<file path="src/hw/rtl/rrpq_pkg.sv">
// Shared types and constants for the request/reply packet queue.
// No dependencies; imported by every module of the block.
package rrpq_pkg;

  localparam int DEPTH     = 16;
  localparam int NODE_BITS = 8;
  localparam int PTR_W     = 4;
  localparam int CNT_W     = 5;
  localparam int LIMIT_W   = 5;
  localparam int DELAY_W   = 16;
  localparam int CFG_IDX_W = 1;
  localparam int CFG_DAT_W = 16;

  localparam logic [PTR_W-1:0]   PTR_LAST  = PTR_W'(DEPTH - 1);
  localparam logic [CNT_W-1:0]   CNT_DEPTH = CNT_W'(DEPTH);
  localparam logic [CNT_W-1:0]   CNT_MAX   = '1;
  localparam logic [DELAY_W-1:0] TIMER_MAX = '1;

  // Packet type codes
  localparam logic PKT_REQUEST = 1'b1;
  localparam logic PKT_DEFAULT = 1'b0;

  typedef enum logic [1:0] {
    OP_PUSH  = 2'd0,
    OP_ISSUE = 2'd1,
    OP_REPLY = 2'd2,
    OP_TICK  = 2'd3
  } op_t;

  typedef enum logic [CFG_IDX_W-1:0] {
    CFG_QUEUE_LIMIT = 1'd0,
    CFG_DELAY_TICKS = 1'd1
  } cfg_idx_t;

  typedef struct packed {
    logic                 is_req;
    logic [NODE_BITS-1:0] dest;
  } entry_t;

  // Controller to datapath commands
  typedef struct packed {
    logic load;  // capture the input beat and read the head entry
    logic exec;  // apply the operation and load the result register
  } cmd_t;

endpackage

</file>
<file path="src/hw/rtl/rrpq_ctrl.sv">
// Sequencing controller for the request/reply packet queue.
// Depends on rrpq_pkg; drives the datapath through cmd_t.
module rrpq_ctrl (
  input  logic                clk,
  input  logic                rst_n,
  input  logic                in_valid,
  output logic                in_stall,
  output logic                out_valid,
  input  logic                out_stall,
  output rrpq_pkg::cmd_t      cmd
);
  import rrpq_pkg::*;

  typedef enum logic [1:0] {
    S_IDLE = 2'b01,
    S_EXEC = 2'b10
  } state_t;

  state_t state_r, state_nxt;
  logic   out_valid_r, out_valid_nxt;
  logic   out_free;

  // Result register can take a new beat when empty or being drained
  assign out_free = !out_valid_r || !out_stall;

  assign in_stall  = (state_r != S_IDLE);
  assign out_valid = out_valid_r;
  assign cmd.load  = (state_r == S_IDLE) && in_valid;
  assign cmd.exec  = (state_r == S_EXEC) && out_free;

  // Next state and result-valid tracking
  always_comb begin
    state_nxt     = state_r;
    out_valid_nxt = out_valid_r;
    if (out_valid_r && !out_stall) begin
      out_valid_nxt = 1'b0;
    end
    case (state_r)
      S_IDLE: begin
        if (in_valid) begin
          state_nxt = S_EXEC;
        end
      end
      S_EXEC: begin
        if (out_free) begin
          out_valid_nxt = 1'b1;
          state_nxt     = S_IDLE;
        end
      end
      default: begin
        state_nxt = S_IDLE;
      end
    endcase
  end

  always_ff @(posedge clk) begin
    if (!rst_n) begin
      state_r     <= S_IDLE;
      out_valid_r <= 1'b0;
    end else begin
      state_r     <= state_nxt;
      out_valid_r <= out_valid_nxt;
    end
  end

  // Exec always leaves a beat waiting in the result register
  a_exec_fills: assert property (@(posedge clk) disable iff (!rst_n)
    cmd.exec |=> out_valid_r)
    else $error("result register empty after exec");

  // A held result is never overwritten while stalled
  a_no_overwrite: assert property (@(posedge clk) disable iff (!rst_n)
    (out_valid_r && out_stall) |-> !cmd.exec)
    else $error("exec while result stalled");

endmodule

</file>
<file path="src/hw/rtl/rrpq_dp.sv">
// Datapath for the request/reply packet queue: packet store, pointers,
// counters, wait timer, configuration and result register. Uses rrpq_pkg.
module rrpq_dp (
  input  logic                            clk,
  input  logic                            rst_n,
  input  rrpq_pkg::cmd_t                  cmd,
  input  logic                            cfg_we,
  input  logic [rrpq_pkg::CFG_IDX_W-1:0]  cfg_idx,
  input  logic [rrpq_pkg::CFG_DAT_W-1:0]  cfg_wdata,
  input  logic [1:0]                      in_req_type,
  input  logic                            in_pkt_is_request,
  input  logic [rrpq_pkg::NODE_BITS-1:0]  in_pkt_dest,
  input  logic [rrpq_pkg::NODE_BITS-1:0]  in_reply_src,
  output logic                            out_accepted,
  output logic                            out_not_full,
  output logic                            out_issued_valid,
  output logic                            out_issued_is_request,
  output logic [rrpq_pkg::NODE_BITS-1:0]  out_issued_dest,
  output logic [rrpq_pkg::CNT_W-1:0]      out_occupancy,
  output logic [rrpq_pkg::CNT_W-1:0]      out_pending_requests,
  output logic [rrpq_pkg::CNT_W-1:0]      out_defaults_to_clear
);
  import rrpq_pkg::*;

  entry_t               mem [DEPTH];

  // Captured beat and head entry
  op_t                  op_r;
  entry_t               new_r;
  logic [NODE_BITS-1:0] src_r;
  entry_t               head_r;

  // Queue state
  logic [PTR_W-1:0]     head_ptr_r, head_ptr_nxt;
  logic [PTR_W-1:0]     tail_ptr_r, tail_ptr_nxt;
  logic [CNT_W-1:0]     count_r, count_nxt;
  logic                 active_r, active_nxt;
  logic [DELAY_W-1:0]   timer_r, timer_nxt;
  logic [CNT_W-1:0]     req_cnt_r, req_cnt_nxt;
  logic [CNT_W-1:0]     clr_cnt_r, clr_cnt_nxt;
  logic [LIMIT_W-1:0]   limit_r;
  logic [DELAY_W-1:0]   delay_r;

  // Result register
  logic                 acc_r, acc_nxt;
  logic                 nf_r;
  logic                 iv_r, iv_nxt;
  entry_t               iss_r, iss_nxt;

  logic                 has_room;
  logic                 wr_en;
  logic [DELAY_W-1:0]   timer_inc;

  // Room below the effective limit, min(queue_limit, DEPTH)
  assign has_room = (count_r < CNT_W'(limit_r)) && (count_r < CNT_DEPTH);

  // Apply one operation
  always_comb begin
    head_ptr_nxt = head_ptr_r;
    tail_ptr_nxt = tail_ptr_r;
    count_nxt    = count_r;
    active_nxt   = active_r;
    timer_nxt    = timer_r;
    req_cnt_nxt  = req_cnt_r;
    clr_cnt_nxt  = clr_cnt_r;
    acc_nxt      = 1'b0;
    iv_nxt       = 1'b0;
    iss_nxt      = '0;
    wr_en        = 1'b0;
    timer_inc    = (active_r && timer_r != TIMER_MAX) ? timer_r + 1'b1 : timer_r;
    case (op_r)
      OP_PUSH: begin
        if (has_room) begin
          wr_en        = 1'b1;
          tail_ptr_nxt = (tail_ptr_r == PTR_LAST) ? '0 : tail_ptr_r + 1'b1;
          count_nxt    = count_r + 1'b1;
          acc_nxt      = 1'b1;
        end
      end
      OP_ISSUE: begin
        if (count_r != '0 && !active_r) begin
          iv_nxt     = 1'b1;
          iss_nxt    = head_r;
          active_nxt = 1'b1;
          if (head_r.is_req == PKT_REQUEST) begin
            req_cnt_nxt = (req_cnt_r == CNT_MAX) ? req_cnt_r : req_cnt_r + 1'b1;
          end else begin
            clr_cnt_nxt = (clr_cnt_r == CNT_MAX) ? clr_cnt_r : clr_cnt_r + 1'b1;
          end
        end
      end
      OP_REPLY: begin
        if (count_r != '0 && active_r && head_r.dest == src_r) begin
          head_ptr_nxt = (head_ptr_r == PTR_LAST) ? '0 : head_ptr_r + 1'b1;
          count_nxt    = count_r - 1'b1;
          active_nxt   = 1'b0;
          req_cnt_nxt  = (req_cnt_r == '0) ? '0 : req_cnt_r - 1'b1;
          acc_nxt      = 1'b1;
        end
      end
      OP_TICK: begin
        timer_nxt = timer_inc;
        if (count_r == '0) begin
          timer_nxt = '0;
        end else if (timer_inc >= delay_r) begin
          // Pop a default head on timeout; timer restarts either way
          if (head_r.is_req == PKT_DEFAULT) begin
            head_ptr_nxt = (head_ptr_r == PTR_LAST) ? '0 : head_ptr_r + 1'b1;
            count_nxt    = count_r - 1'b1;
            active_nxt   = 1'b0;
            clr_cnt_nxt  = (clr_cnt_r == '0) ? '0 : clr_cnt_r - 1'b1;
          end
          timer_nxt = '0;
        end
      end
      default: begin
      end
    endcase
  end

  // Capture the beat and read the head entry
  always_ff @(posedge clk) begin
    if (cmd.load) begin
      op_r        <= op_t'(in_req_type);
      new_r       <= '{is_req: in_pkt_is_request, dest: in_pkt_dest};
      src_r       <= in_reply_src;
      head_r      <= mem[head_ptr_r];
    end
  end

  // Write the packet store at the tail
  always_ff @(posedge clk) begin
    if (cmd.exec && wr_en) begin
      mem[tail_ptr_r] <= new_r;
    end
  end

  // Load the result register
  always_ff @(posedge clk) begin
    if (cmd.exec) begin
      acc_r <= acc_nxt;
      nf_r  <= (count_nxt < CNT_W'(limit_r)) && (count_nxt < CNT_DEPTH);
      iv_r  <= iv_nxt;
      iss_r <= iss_nxt;
    end
  end

  // Queue state, counters and configuration
  always_ff @(posedge clk) begin
    if (!rst_n) begin
      head_ptr_r <= '0;
      tail_ptr_r <= '0;
      count_r    <= '0;
      active_r   <= 1'b0;
      timer_r    <= '0;
      req_cnt_r  <= '0;
      clr_cnt_r  <= '0;
      limit_r    <= LIMIT_W'(16);
      delay_r    <= DELAY_W'(1);
    end else begin
      if (cmd.exec) begin
        head_ptr_r <= head_ptr_nxt;
        tail_ptr_r <= tail_ptr_nxt;
        count_r    <= count_nxt;
        active_r   <= active_nxt;
        timer_r    <= timer_nxt;
        req_cnt_r  <= req_cnt_nxt;
        clr_cnt_r  <= clr_cnt_nxt;
      end
      if (cfg_we) begin
        case (cfg_idx_t'(cfg_idx))
          CFG_QUEUE_LIMIT: limit_r <= cfg_wdata[LIMIT_W-1:0];
          CFG_DELAY_TICKS: delay_r <= cfg_wdata[DELAY_W-1:0];
          default: begin
          end
        endcase
      end
    end
  end

  assign out_accepted          = acc_r;
  assign out_not_full          = nf_r;
  assign out_issued_valid      = iv_r;
  assign out_issued_is_request = iss_r.is_req;
  assign out_issued_dest       = iss_r.dest;
  assign out_occupancy         = count_r;
  assign out_pending_requests  = req_cnt_r;
  assign out_defaults_to_clear = clr_cnt_r;

  a_count_bound: assert property (@(posedge clk) disable iff (!rst_n)
    count_r <= CNT_DEPTH)
    else $error("occupancy beyond store depth");

  a_empty_ptrs: assert property (@(posedge clk) disable iff (!rst_n)
    (count_r == '0) |-> (head_ptr_r == tail_ptr_r))
    else $error("empty queue with unequal pointers");

  a_active_nonempty: assert property (@(posedge clk) disable iff (!rst_n)
    active_r |-> (count_r != '0))
    else $error("active head on empty queue");

endmodule

</file>
<file path="src/hw/rtl/request_reply_packet_queue.sv">
// Request/reply packet queue, top level. Depends on rrpq_pkg, rrpq_ctrl, rrpq_dp.
// Each item is captured with a registered head-entry read, then applied and
// loaded into the result register once that is free; in_stall holds off the
// next item until then, and it may enter while a result waits in the register.
// Reset (rst_n, synchronous): queue empty, counters and timer zero, queue_limit 16,
// delay_ticks 1; the packet store is not cleared.
module request_reply_packet_queue (
  input  logic                            clk,
  input  logic                            rst_n,
  input  logic                            cfg_we,
  input  logic [rrpq_pkg::CFG_IDX_W-1:0]  cfg_idx,
  input  logic [rrpq_pkg::CFG_DAT_W-1:0]  cfg_wdata,
  input  logic                            in_valid,
  output logic                            in_stall,
  input  logic [1:0]                      in_req_type,
  input  logic                            in_pkt_is_request,
  input  logic [rrpq_pkg::NODE_BITS-1:0]  in_pkt_dest,
  input  logic [rrpq_pkg::NODE_BITS-1:0]  in_reply_src,
  output logic                            out_valid,
  input  logic                            out_stall,
  output logic                            out_accepted,
  output logic                            out_not_full,
  output logic                            out_issued_valid,
  output logic                            out_issued_is_request,
  output logic [rrpq_pkg::NODE_BITS-1:0]  out_issued_dest,
  output logic [rrpq_pkg::CNT_W-1:0]      out_occupancy,
  output logic [rrpq_pkg::CNT_W-1:0]      out_pending_requests,
  output logic [rrpq_pkg::CNT_W-1:0]      out_defaults_to_clear
);
  import rrpq_pkg::*;

  cmd_t cmd;

  rrpq_ctrl u_ctrl (
    .clk       (clk),
    .rst_n     (rst_n),
    .in_valid  (in_valid),
    .in_stall  (in_stall),
    .out_valid (out_valid),
    .out_stall (out_stall),
    .cmd       (cmd)
  );

  rrpq_dp u_dp (
    .clk                   (clk),
    .rst_n                 (rst_n),
    .cmd                   (cmd),
    .cfg_we                (cfg_we),
    .cfg_idx               (cfg_idx),
    .cfg_wdata             (cfg_wdata),
    .in_req_type           (in_req_type),
    .in_pkt_is_request     (in_pkt_is_request),
    .in_pkt_dest           (in_pkt_dest),
    .in_reply_src          (in_reply_src),
    .out_accepted          (out_accepted),
    .out_not_full          (out_not_full),
    .out_issued_valid      (out_issued_valid),
    .out_issued_is_request (out_issued_is_request),
    .out_issued_dest       (out_issued_dest),
    .out_occupancy         (out_occupancy),
    .out_pending_requests  (out_pending_requests),
    .out_defaults_to_clear (out_defaults_to_clear)
  );

endmodule
</file>
<file path="config.mk">
export PLATFORM = sky130hd
export DESIGN_NAME = request_reply_packet_queue
export DESIGN_NICKNAME = d
export VERILOG_FILES = /design/src/hw/rtl/rrpq_pkg.sv /design/src/hw/rtl/rrpq_ctrl.sv /design/src/hw/rtl/rrpq_dp.sv /design/src/hw/rtl/request_reply_packet_queue.sv
export SDC_FILE = /design/constraint.sdc
export NUM_CORES = 1
export LEC_CHECK = 0
export ABC_AREA = 1
export BUFFER_PORTS_ARGS = -buffer_cell sky130_fd_sc_hd__buf_2
export CAP_MARGIN = 5
export CORE_UTILIZATION = 61
export CTS_CLUSTER_SIZE = 8
export DETAILED_ROUTE_END_ITERATION = 7
export PLACE_DENSITY = 0.85
export SLEW_MARGIN = 20
export SYNTH_ARGS = -nofsm -noshare
export SYNTH_HDL_FRONTEND = slang
export SYNTH_SLANG_ARGS = --single-unit
</file>
<file path="constraint.sdc">
create_clock -name clk -period 4.48 [get_ports clk]
set_clock_uncertainty 0.15 [all_clocks]
set_input_delay 1.12 -clock clk [delete_from_list [all_inputs] [get_ports clk]]
set_output_delay 1.12 -clock clk [all_outputs]
set_load 0.03 [all_outputs]
</file>
After elaboration in Yosys (flattened, before gate mapping):

Memory sizes are Yosys's and may differ from the RTL's. A register that Yosys moved wholly into a read port is not among the register bits.
Cells that the tools add are included.

* $add $sub $neg: 9
* $lt $le $gt $ge: 5
* equality and inequality tests: 23
* muxes and demuxes: 49
* bitwise operators: 1
* reduce and logical (&&, ||, !) cells: 33

Operators by type and width (count)
* $mux W5: 17
* $mux W16: 3
* $mux W4: 6
* $pmux W5 S2: 2
* $add A16 B1 Y16 const B: 1
* $ge A16 B16 Y1: 1
* $ne A16 B16 Y1 const B: 1
* $add A5 B1 Y5 const B: 3
* $logic_not A5 Y1: 3
* $pmux W5 S3: 1
* $sub A5 B1 Y5 const B: 3
* $mux W1: 14
* $ne A2 B1 Y1 const B: 6
* $ne A2 B2 Y1 const B: 6
* $reduce_and A6 Y1: 2
* $eq A5 B5 Y1 const B: 2
* $logic_and A1 B1 Y1: 10
* $lt A5 B5 Y1: 2
* $lt A5 B5 Y1 const B: 2
* $reduce_and A2 Y1: 5
* $add A4 B1 Y4 const B: 2
* $eq A4 B4 Y1 const B: 2
* $eq A8 B8 Y1: 1
* $pmux W4 S2: 1
* 16 further kinds: 24

* register bits after elaboration: 95
* memory bits (writable): 144
* input bits: 41
* logic and storage cells: 141
* memories: 1

Memory list
* u_dp.mem: words 16, width 9, read ports 1, clocked after memory_dff 1, wr ports 1, line rrpq_dp.sv:25 `entry_t mem [DEPTH];`

Depth between registers and ports, before layout:

* word-level depth: 9
* mapped depth: 29
* gate-level depth less buffers: 29

By module:

A second synthesis with hierarchy kept.

* cell total of the unflattened synthesis: 1112
* area, all modules: 11363.4 um2

Modules (own cells, without submodules)
* rrpq_dp: times used 1, cells an instance 1094, area each 11225.8 um2, sequential area each 6746.5 um2
* rrpq_ctrl: times used 1, cells an instance 18, area each 137.6 um2, sequential area each 60.1 um2

Worst setup path after synthesis:

Ideal clock, no wire load.

* path type: flip-flop to flip-flop
* start: reg u_dp.timer_r[0]
* end: reg u_dp.nf_r, in the netlist u_dp.out_not_full, data pin
* setup time: 0.146 ns
* data arrival time: 3.338 ns
* path slack: 0.846 ns
* stages on the path, launching flop included: 25
* path through: dfxtp_1 ha_1 nand3_1 nor3_1 nand3_1 nand2_2 inv_2 buf_6 o21ai_1 inv_1 ha_1 a21oi_1 o21ai_1 nor2_1 nand3_2 o211ai_1 nand2_1 nand2_1 inv_1 ha_1 a21oi_1 nor2_1 a211oi_1 nand3_1 a21oi_1

* longest elaborated chain between the ends: 9
* elaborated cells on any way between the ends: 11
* classes of those cells: add/sub (1); order compare (3); eq/ne (1); mux (4); reduce/logical (2)

Ends and longest elaborated chain
* from (decl): line rrpq_dp.sv:38 `logic [DELAY_W-1:0] timer_r, timer_nxt;`
* from (signal assigned): line rrpq_dp.sv:166 `timer_r <= timer_nxt;`
* branches (longest 2 deep; another with $add A16 B1 Y16)
* $mux W16 *: line rrpq_dp.sv:70 `timer_inc = (active_r && timer_r != TIMER_MAX) ? timer_r + 1'b1 : timer_r;`
* $ge A16 B16 Y1 *: line rrpq_dp.sv:105 `end else if (timer_inc >= delay_r) begin`
* $mux W5 *: line rrpq_dp.sv:105
* $mux W5 *: line rrpq_dp.sv:103 `if (count_r == '0) begin`
* $pmux W5 S3 *: line rrpq_dp.sv:71 `case (op_r)`
* via u_dp.count_nxt[2]: line rrpq_dp.sv:36 `logic [CNT_W-1:0] count_r, count_nxt;`
* $lt A5 B5 Y1: line rrpq_dp.sv:142 `nf_r <= (count_nxt < CNT_W'(limit_r)) && (count_nxt < CNT_DEPTH);`
* $logic_and A1 B1 Y1 *: line rrpq_dp.sv:142
* to (signal assigned): line rrpq_dp.sv:142
* to (decl): line rrpq_dp.sv:46 `logic nf_r;`

Mark *: on every way through the listed nets, which the timed path passes.
A chain may end at the register's enable or synchronous reset.

Final worst setup path:

Ends and elaborated chain as after synthesis.

==> run metrics <==
nets=roughly 1,300; fin crit share=91.2%; worst ir drop on vdd=389 uV; hold path endpoint=u_dp.delay_r[2]$_SDFFE_PN0P_; worst skew pair latency=about 0.54 ns; Reg2Reg Depth=26; io pins=70; H-tree Lvls=2; EDFF count, synth=around 180; sequential area share after synthesis=around 60%; Synth area leaders=edfxtp_1 49%, dfxtp_1 11%, nand2_1 5.2%; Crit-path slowest cell=dfxtp_1; Hold Fails Final Rpt=0; Starting Density=a little over three fifths; drt pass-1 iters=5; Synth Area in Adders=approximately 4.2%; routed wire length=~27 mm; total of max-cap violations=0; Cell Area, Synth=around 11,000 um^2; Cell Area, Placed=11,800 um^2; Netlist cell types=51; final instance area=12,900 um^2; average cell area after synthesis=approximately 10 um^2; hold_sp=u_dp.delay_r[2]$_SDFFE_PN0P_; antenna violations before repair=0; Post-Synth XOR/XNOR Area=2.33%; Post-Route M1 WL=about 10 mm; final core utilization=a little under three quarters; die width=around 140 um; Worst setup SP type=flip-flop; CP Class=flip-flop to flip-flop; CP Capture Type=flip-flop; crit path DAT=between 4 and 5 ns; total CTS buffers=37; fraction of layout cells with a size suffix above 1=14.2%; met2 WL=between 10 and 15 mm; CTS tree=built; vias=roughly 8,700; core area=18,000 um^2; pwr dens=408 nW/um^2; Leak=slightly below 5 nW; Resize count post-CTS=0; fmax=0.245 GHz; clk buf depth=3; largest family of logic cells by synthesized area=simple AND/OR/NAND/NOR gates; status=complete, no violations; Post-synth top flop=edfxtp_1; FF-to-FF setup slack=0.39 ns; # diodes=0; Routed wire per std cell=~19 um; most frequent CP cell=nand3_1; largest net degree at the start of global routing=75; die area=approximately 19,000 um^2; Setup Fix Bufs, Post-CTS=0; Rows=just under 50; Top Metal Used=met4; Critical Path RT=around 4.7 ns; post-synthesis mux area share=0.0886%; Placed Instances=around 1,400; Yosys reg bits=approximately 250; reg2reg start=u_dp.timer_r[0]$_SDFFE_PN0P_; R2R Path End=u_dp.out_not_full$_DFFE_PP_; Clk pin slew, worst setup/hold paths=~0.050 ns; CTS root buf=clkbuf_16; Worst slew margin=a little over a third; total gr overflow=0; Synth Area in Simple Gates=between 10% and 20%; Mapped Nets=roughly 1,200; synth warn=0; Hold Path Cell Cnt=2; Final ANT Viol Nets=0; hold_buf cts=0; detailed placer's ending HPWL=16.1 mm; Post-Synthesis Cells=roughly 1,100; final setup fails=0; Setup TNS Final=0 ns; global-route wire length before repair=roughly 43 mm; area fraction in compound gates after synthesis=roughly an eighth; Worst Path Max Fanout=14; crit path time final=4.09 ns; Post-Layout Cell Count=between 1,000 and 1,500; Fin Hold WS=0.319 ns; RSZ-0062 raised after global routing=false; Filler cells=1,220; met3 routed WL=between 2 and 2.5 mm; hold crit path type=flip-flop to flip-flop; ys async rst share=0%; area leader, netlist=edfxtp_1; GRT Overall Usage=around 28%; Die H=around 140 um; Max Transition Viols Final=0; vias in the first global route=approximately 8,400; synthesis-to-layout area growth=14.1%; Least-Margin Pin Slew=about 0.96 ns; Detailed Route Iter0 Violations=869; TritonCTS Sinks=approximately 250; Placer Congestion=about 0.95; critical path's largest stage delay=0.41 ns; top-area cell type share of the netlist area=48.9%; IO buf count=69; Post-route DRC=0; drt via density=6.04
cell usage after synthesis, types with 4 or more instances:
cell	instances
a22oi_1	5
nand2_1	157
xor2_1	16
nand4_1	10
edfxtp_1	184
o211ai_1	10
nand2_2	9
a211oi_1	4
nand3_1	52
nor3_1	6
inv_2	15
xnor2_1	14
inv_1	88
nor2_1	145
clkbuf_1	33
ha_1	38
dfxtp_1	64
o21ai_1	10
o221ai_1	14
o22ai_1	23
o21ai_0	103
a21oi_1	68
final cells by class:
| cell class | instances | area [um^2] | area share, % |
|---|---|---|---|
| Inverter | 108 | 409 | 3.17 |
| Clock inverter | 4 | 75.1 | 0.582 |
| Multi-Input combinational cell | 715 | 3910 | 30.3 |
| Timing Repair Buffer | 81 | 435 | 3.38 |
| Clock buffer | 47 | 963 | 7.48 |
| Sequential cell | 248 | 6810 | 52.8 |
| Tap cell | 229 | 287 | 2.22 |
how the worst max path moves through the flow:
stage | from | endpoint | slack (ns)
floorplan | u_dp.timer_r[0]$_SDFFE_PN0P_ | u_dp.out_not_full$_DFFE_PP_ | 0.85
global placement | u_dp.timer_r[0]$_SDFFE_PN0P_ | u_dp.out_not_full$_DFFE_PP_ | 0.60
detailed placement | u_dp.timer_r[0]$_SDFFE_PN0P_ | u_dp.out_not_full$_DFFE_PP_ | 0.46
CTS | u_dp.timer_r[0]$_SDFFE_PN0P_ | u_dp.out_not_full$_DFFE_PP_ | 0.42
global route | u_dp.timer_r[0]$_SDFFE_PN0P_ | u_dp.out_not_full$_DFFE_PP_ | 0.005
finish | u_dp.timer_r[0]$_SDFFE_PN0P_ | u_dp.out_not_full$_DFFE_PP_ | 0.39
registers in the layout, summed over array words and instances, names as in the netlist, 2 cells and up:
register / count
u_dp.mem: 144
u_dp.src_r: 8
u_dp.out_pending_requests: 5
u_dp.delay_r: 16
u_ctrl.state_r: 2
u_dp.new_r: 9
u_dp.tail_ptr_r: 4
u_dp.op_r: 2
u_dp.head_ptr_r: 4
u_dp.out_occupancy: 5
u_dp.out_defaults_to_clear: 5
u_dp.head_r: 9
u_dp.timer_r: 16
u_dp.limit_r: 5
u_dp.out_issued_dest: 8
power by group:
group	switching, mW	total (mW)	internal, mW	leakage (nW)
clock	0.977	2.48	1.51	0.500
combinational	0.144	0.214	0.0694	2.28
sequential	0.0434	2.55	2.51	2.18
layer usage:
metal  GRT usage (%)  vias up
met4            13.6        0
met1            35.9     4053
li1                -     4028
met5               0        -
met3            5.75       78
met2            47.1      497
stage by stage:
step / power, mW / setup WS [ns]
floorplan: 2.72 / 0.846
global placement: 2.79 / 0.601
detailed placement: 2.80 / 0.459
CTS: 5.27 / 0.424
global route: 5.39 / 0.00533
finish: 5.25 / 0.394
kinds of logic after synthesis:
| logic type | Yosys count |
|---|---|
| xor gates and xnor gates | 30 |
| and+or+nand+nor | 398 |
| adders and majority gates | 38 |
| muxes | 1 |
| AOI/OAI and AO/OA | 248 |
| DFF | 248 |
| buffers and inverters | 147 |
layout by cell type, fill, tap and decap left out, types with 2 or more instances in the layout:
master | netlist | routed
nand3_2 | 2 | 2
clkbuf_1 | 33 | 10
clkbuf_16 | 0 | 37
a211oi_1 | 4 | 4
nand2_1 | 157 | 157
dfxtp_1 | 64 | 63
a22oi_1 | 5 | 5
o21ai_0 | 103 | 103
buf_2 | 2 | 69
nor2_1 | 145 | 143
inv_1 | 88 | 86
nand2_4 | 2 | 2
xor2_1 | 16 | 16
a21oi_2 | 2 | 2
buf_4 | 0 | 12
inv_2 | 15 | 17
edfxtp_1 | 184 | 184
clkinv_1 | 3 | 3
nor2_4 | 2 | 2
nor3_1 | 6 | 6
o21ai_1 | 10 | 10
xnor2_1 | 14 | 14
nand3_1 | 52 | 52
a21oi_1 | 68 | 68
nor3_4 | 2 | 2
nand4_1 | 10 | 10
ha_1 | 38 | 38
nand2_2 | 9 | 9
o221ai_1 | 14 | 14
o211ai_1 | 10 | 10
nor4_1 | 3 | 3
nor2_2 | 2 | 4
o22ai_1 | 23 | 23
worst max-delay path, delay by kind of cell (launching register included):
kind / cells / cell delay, ns
AO/OA/AOI/OAI: 4 / 0.59
adder cells (fa/ha/maj): 3 / 0.71
buffers and inverters: 4 / 0.44
flip-flops: 1 / 0.41
AND/OR/NAND/NOR: 15 / 1.66
No activity file was read; power rests on OpenSTA's default activity.
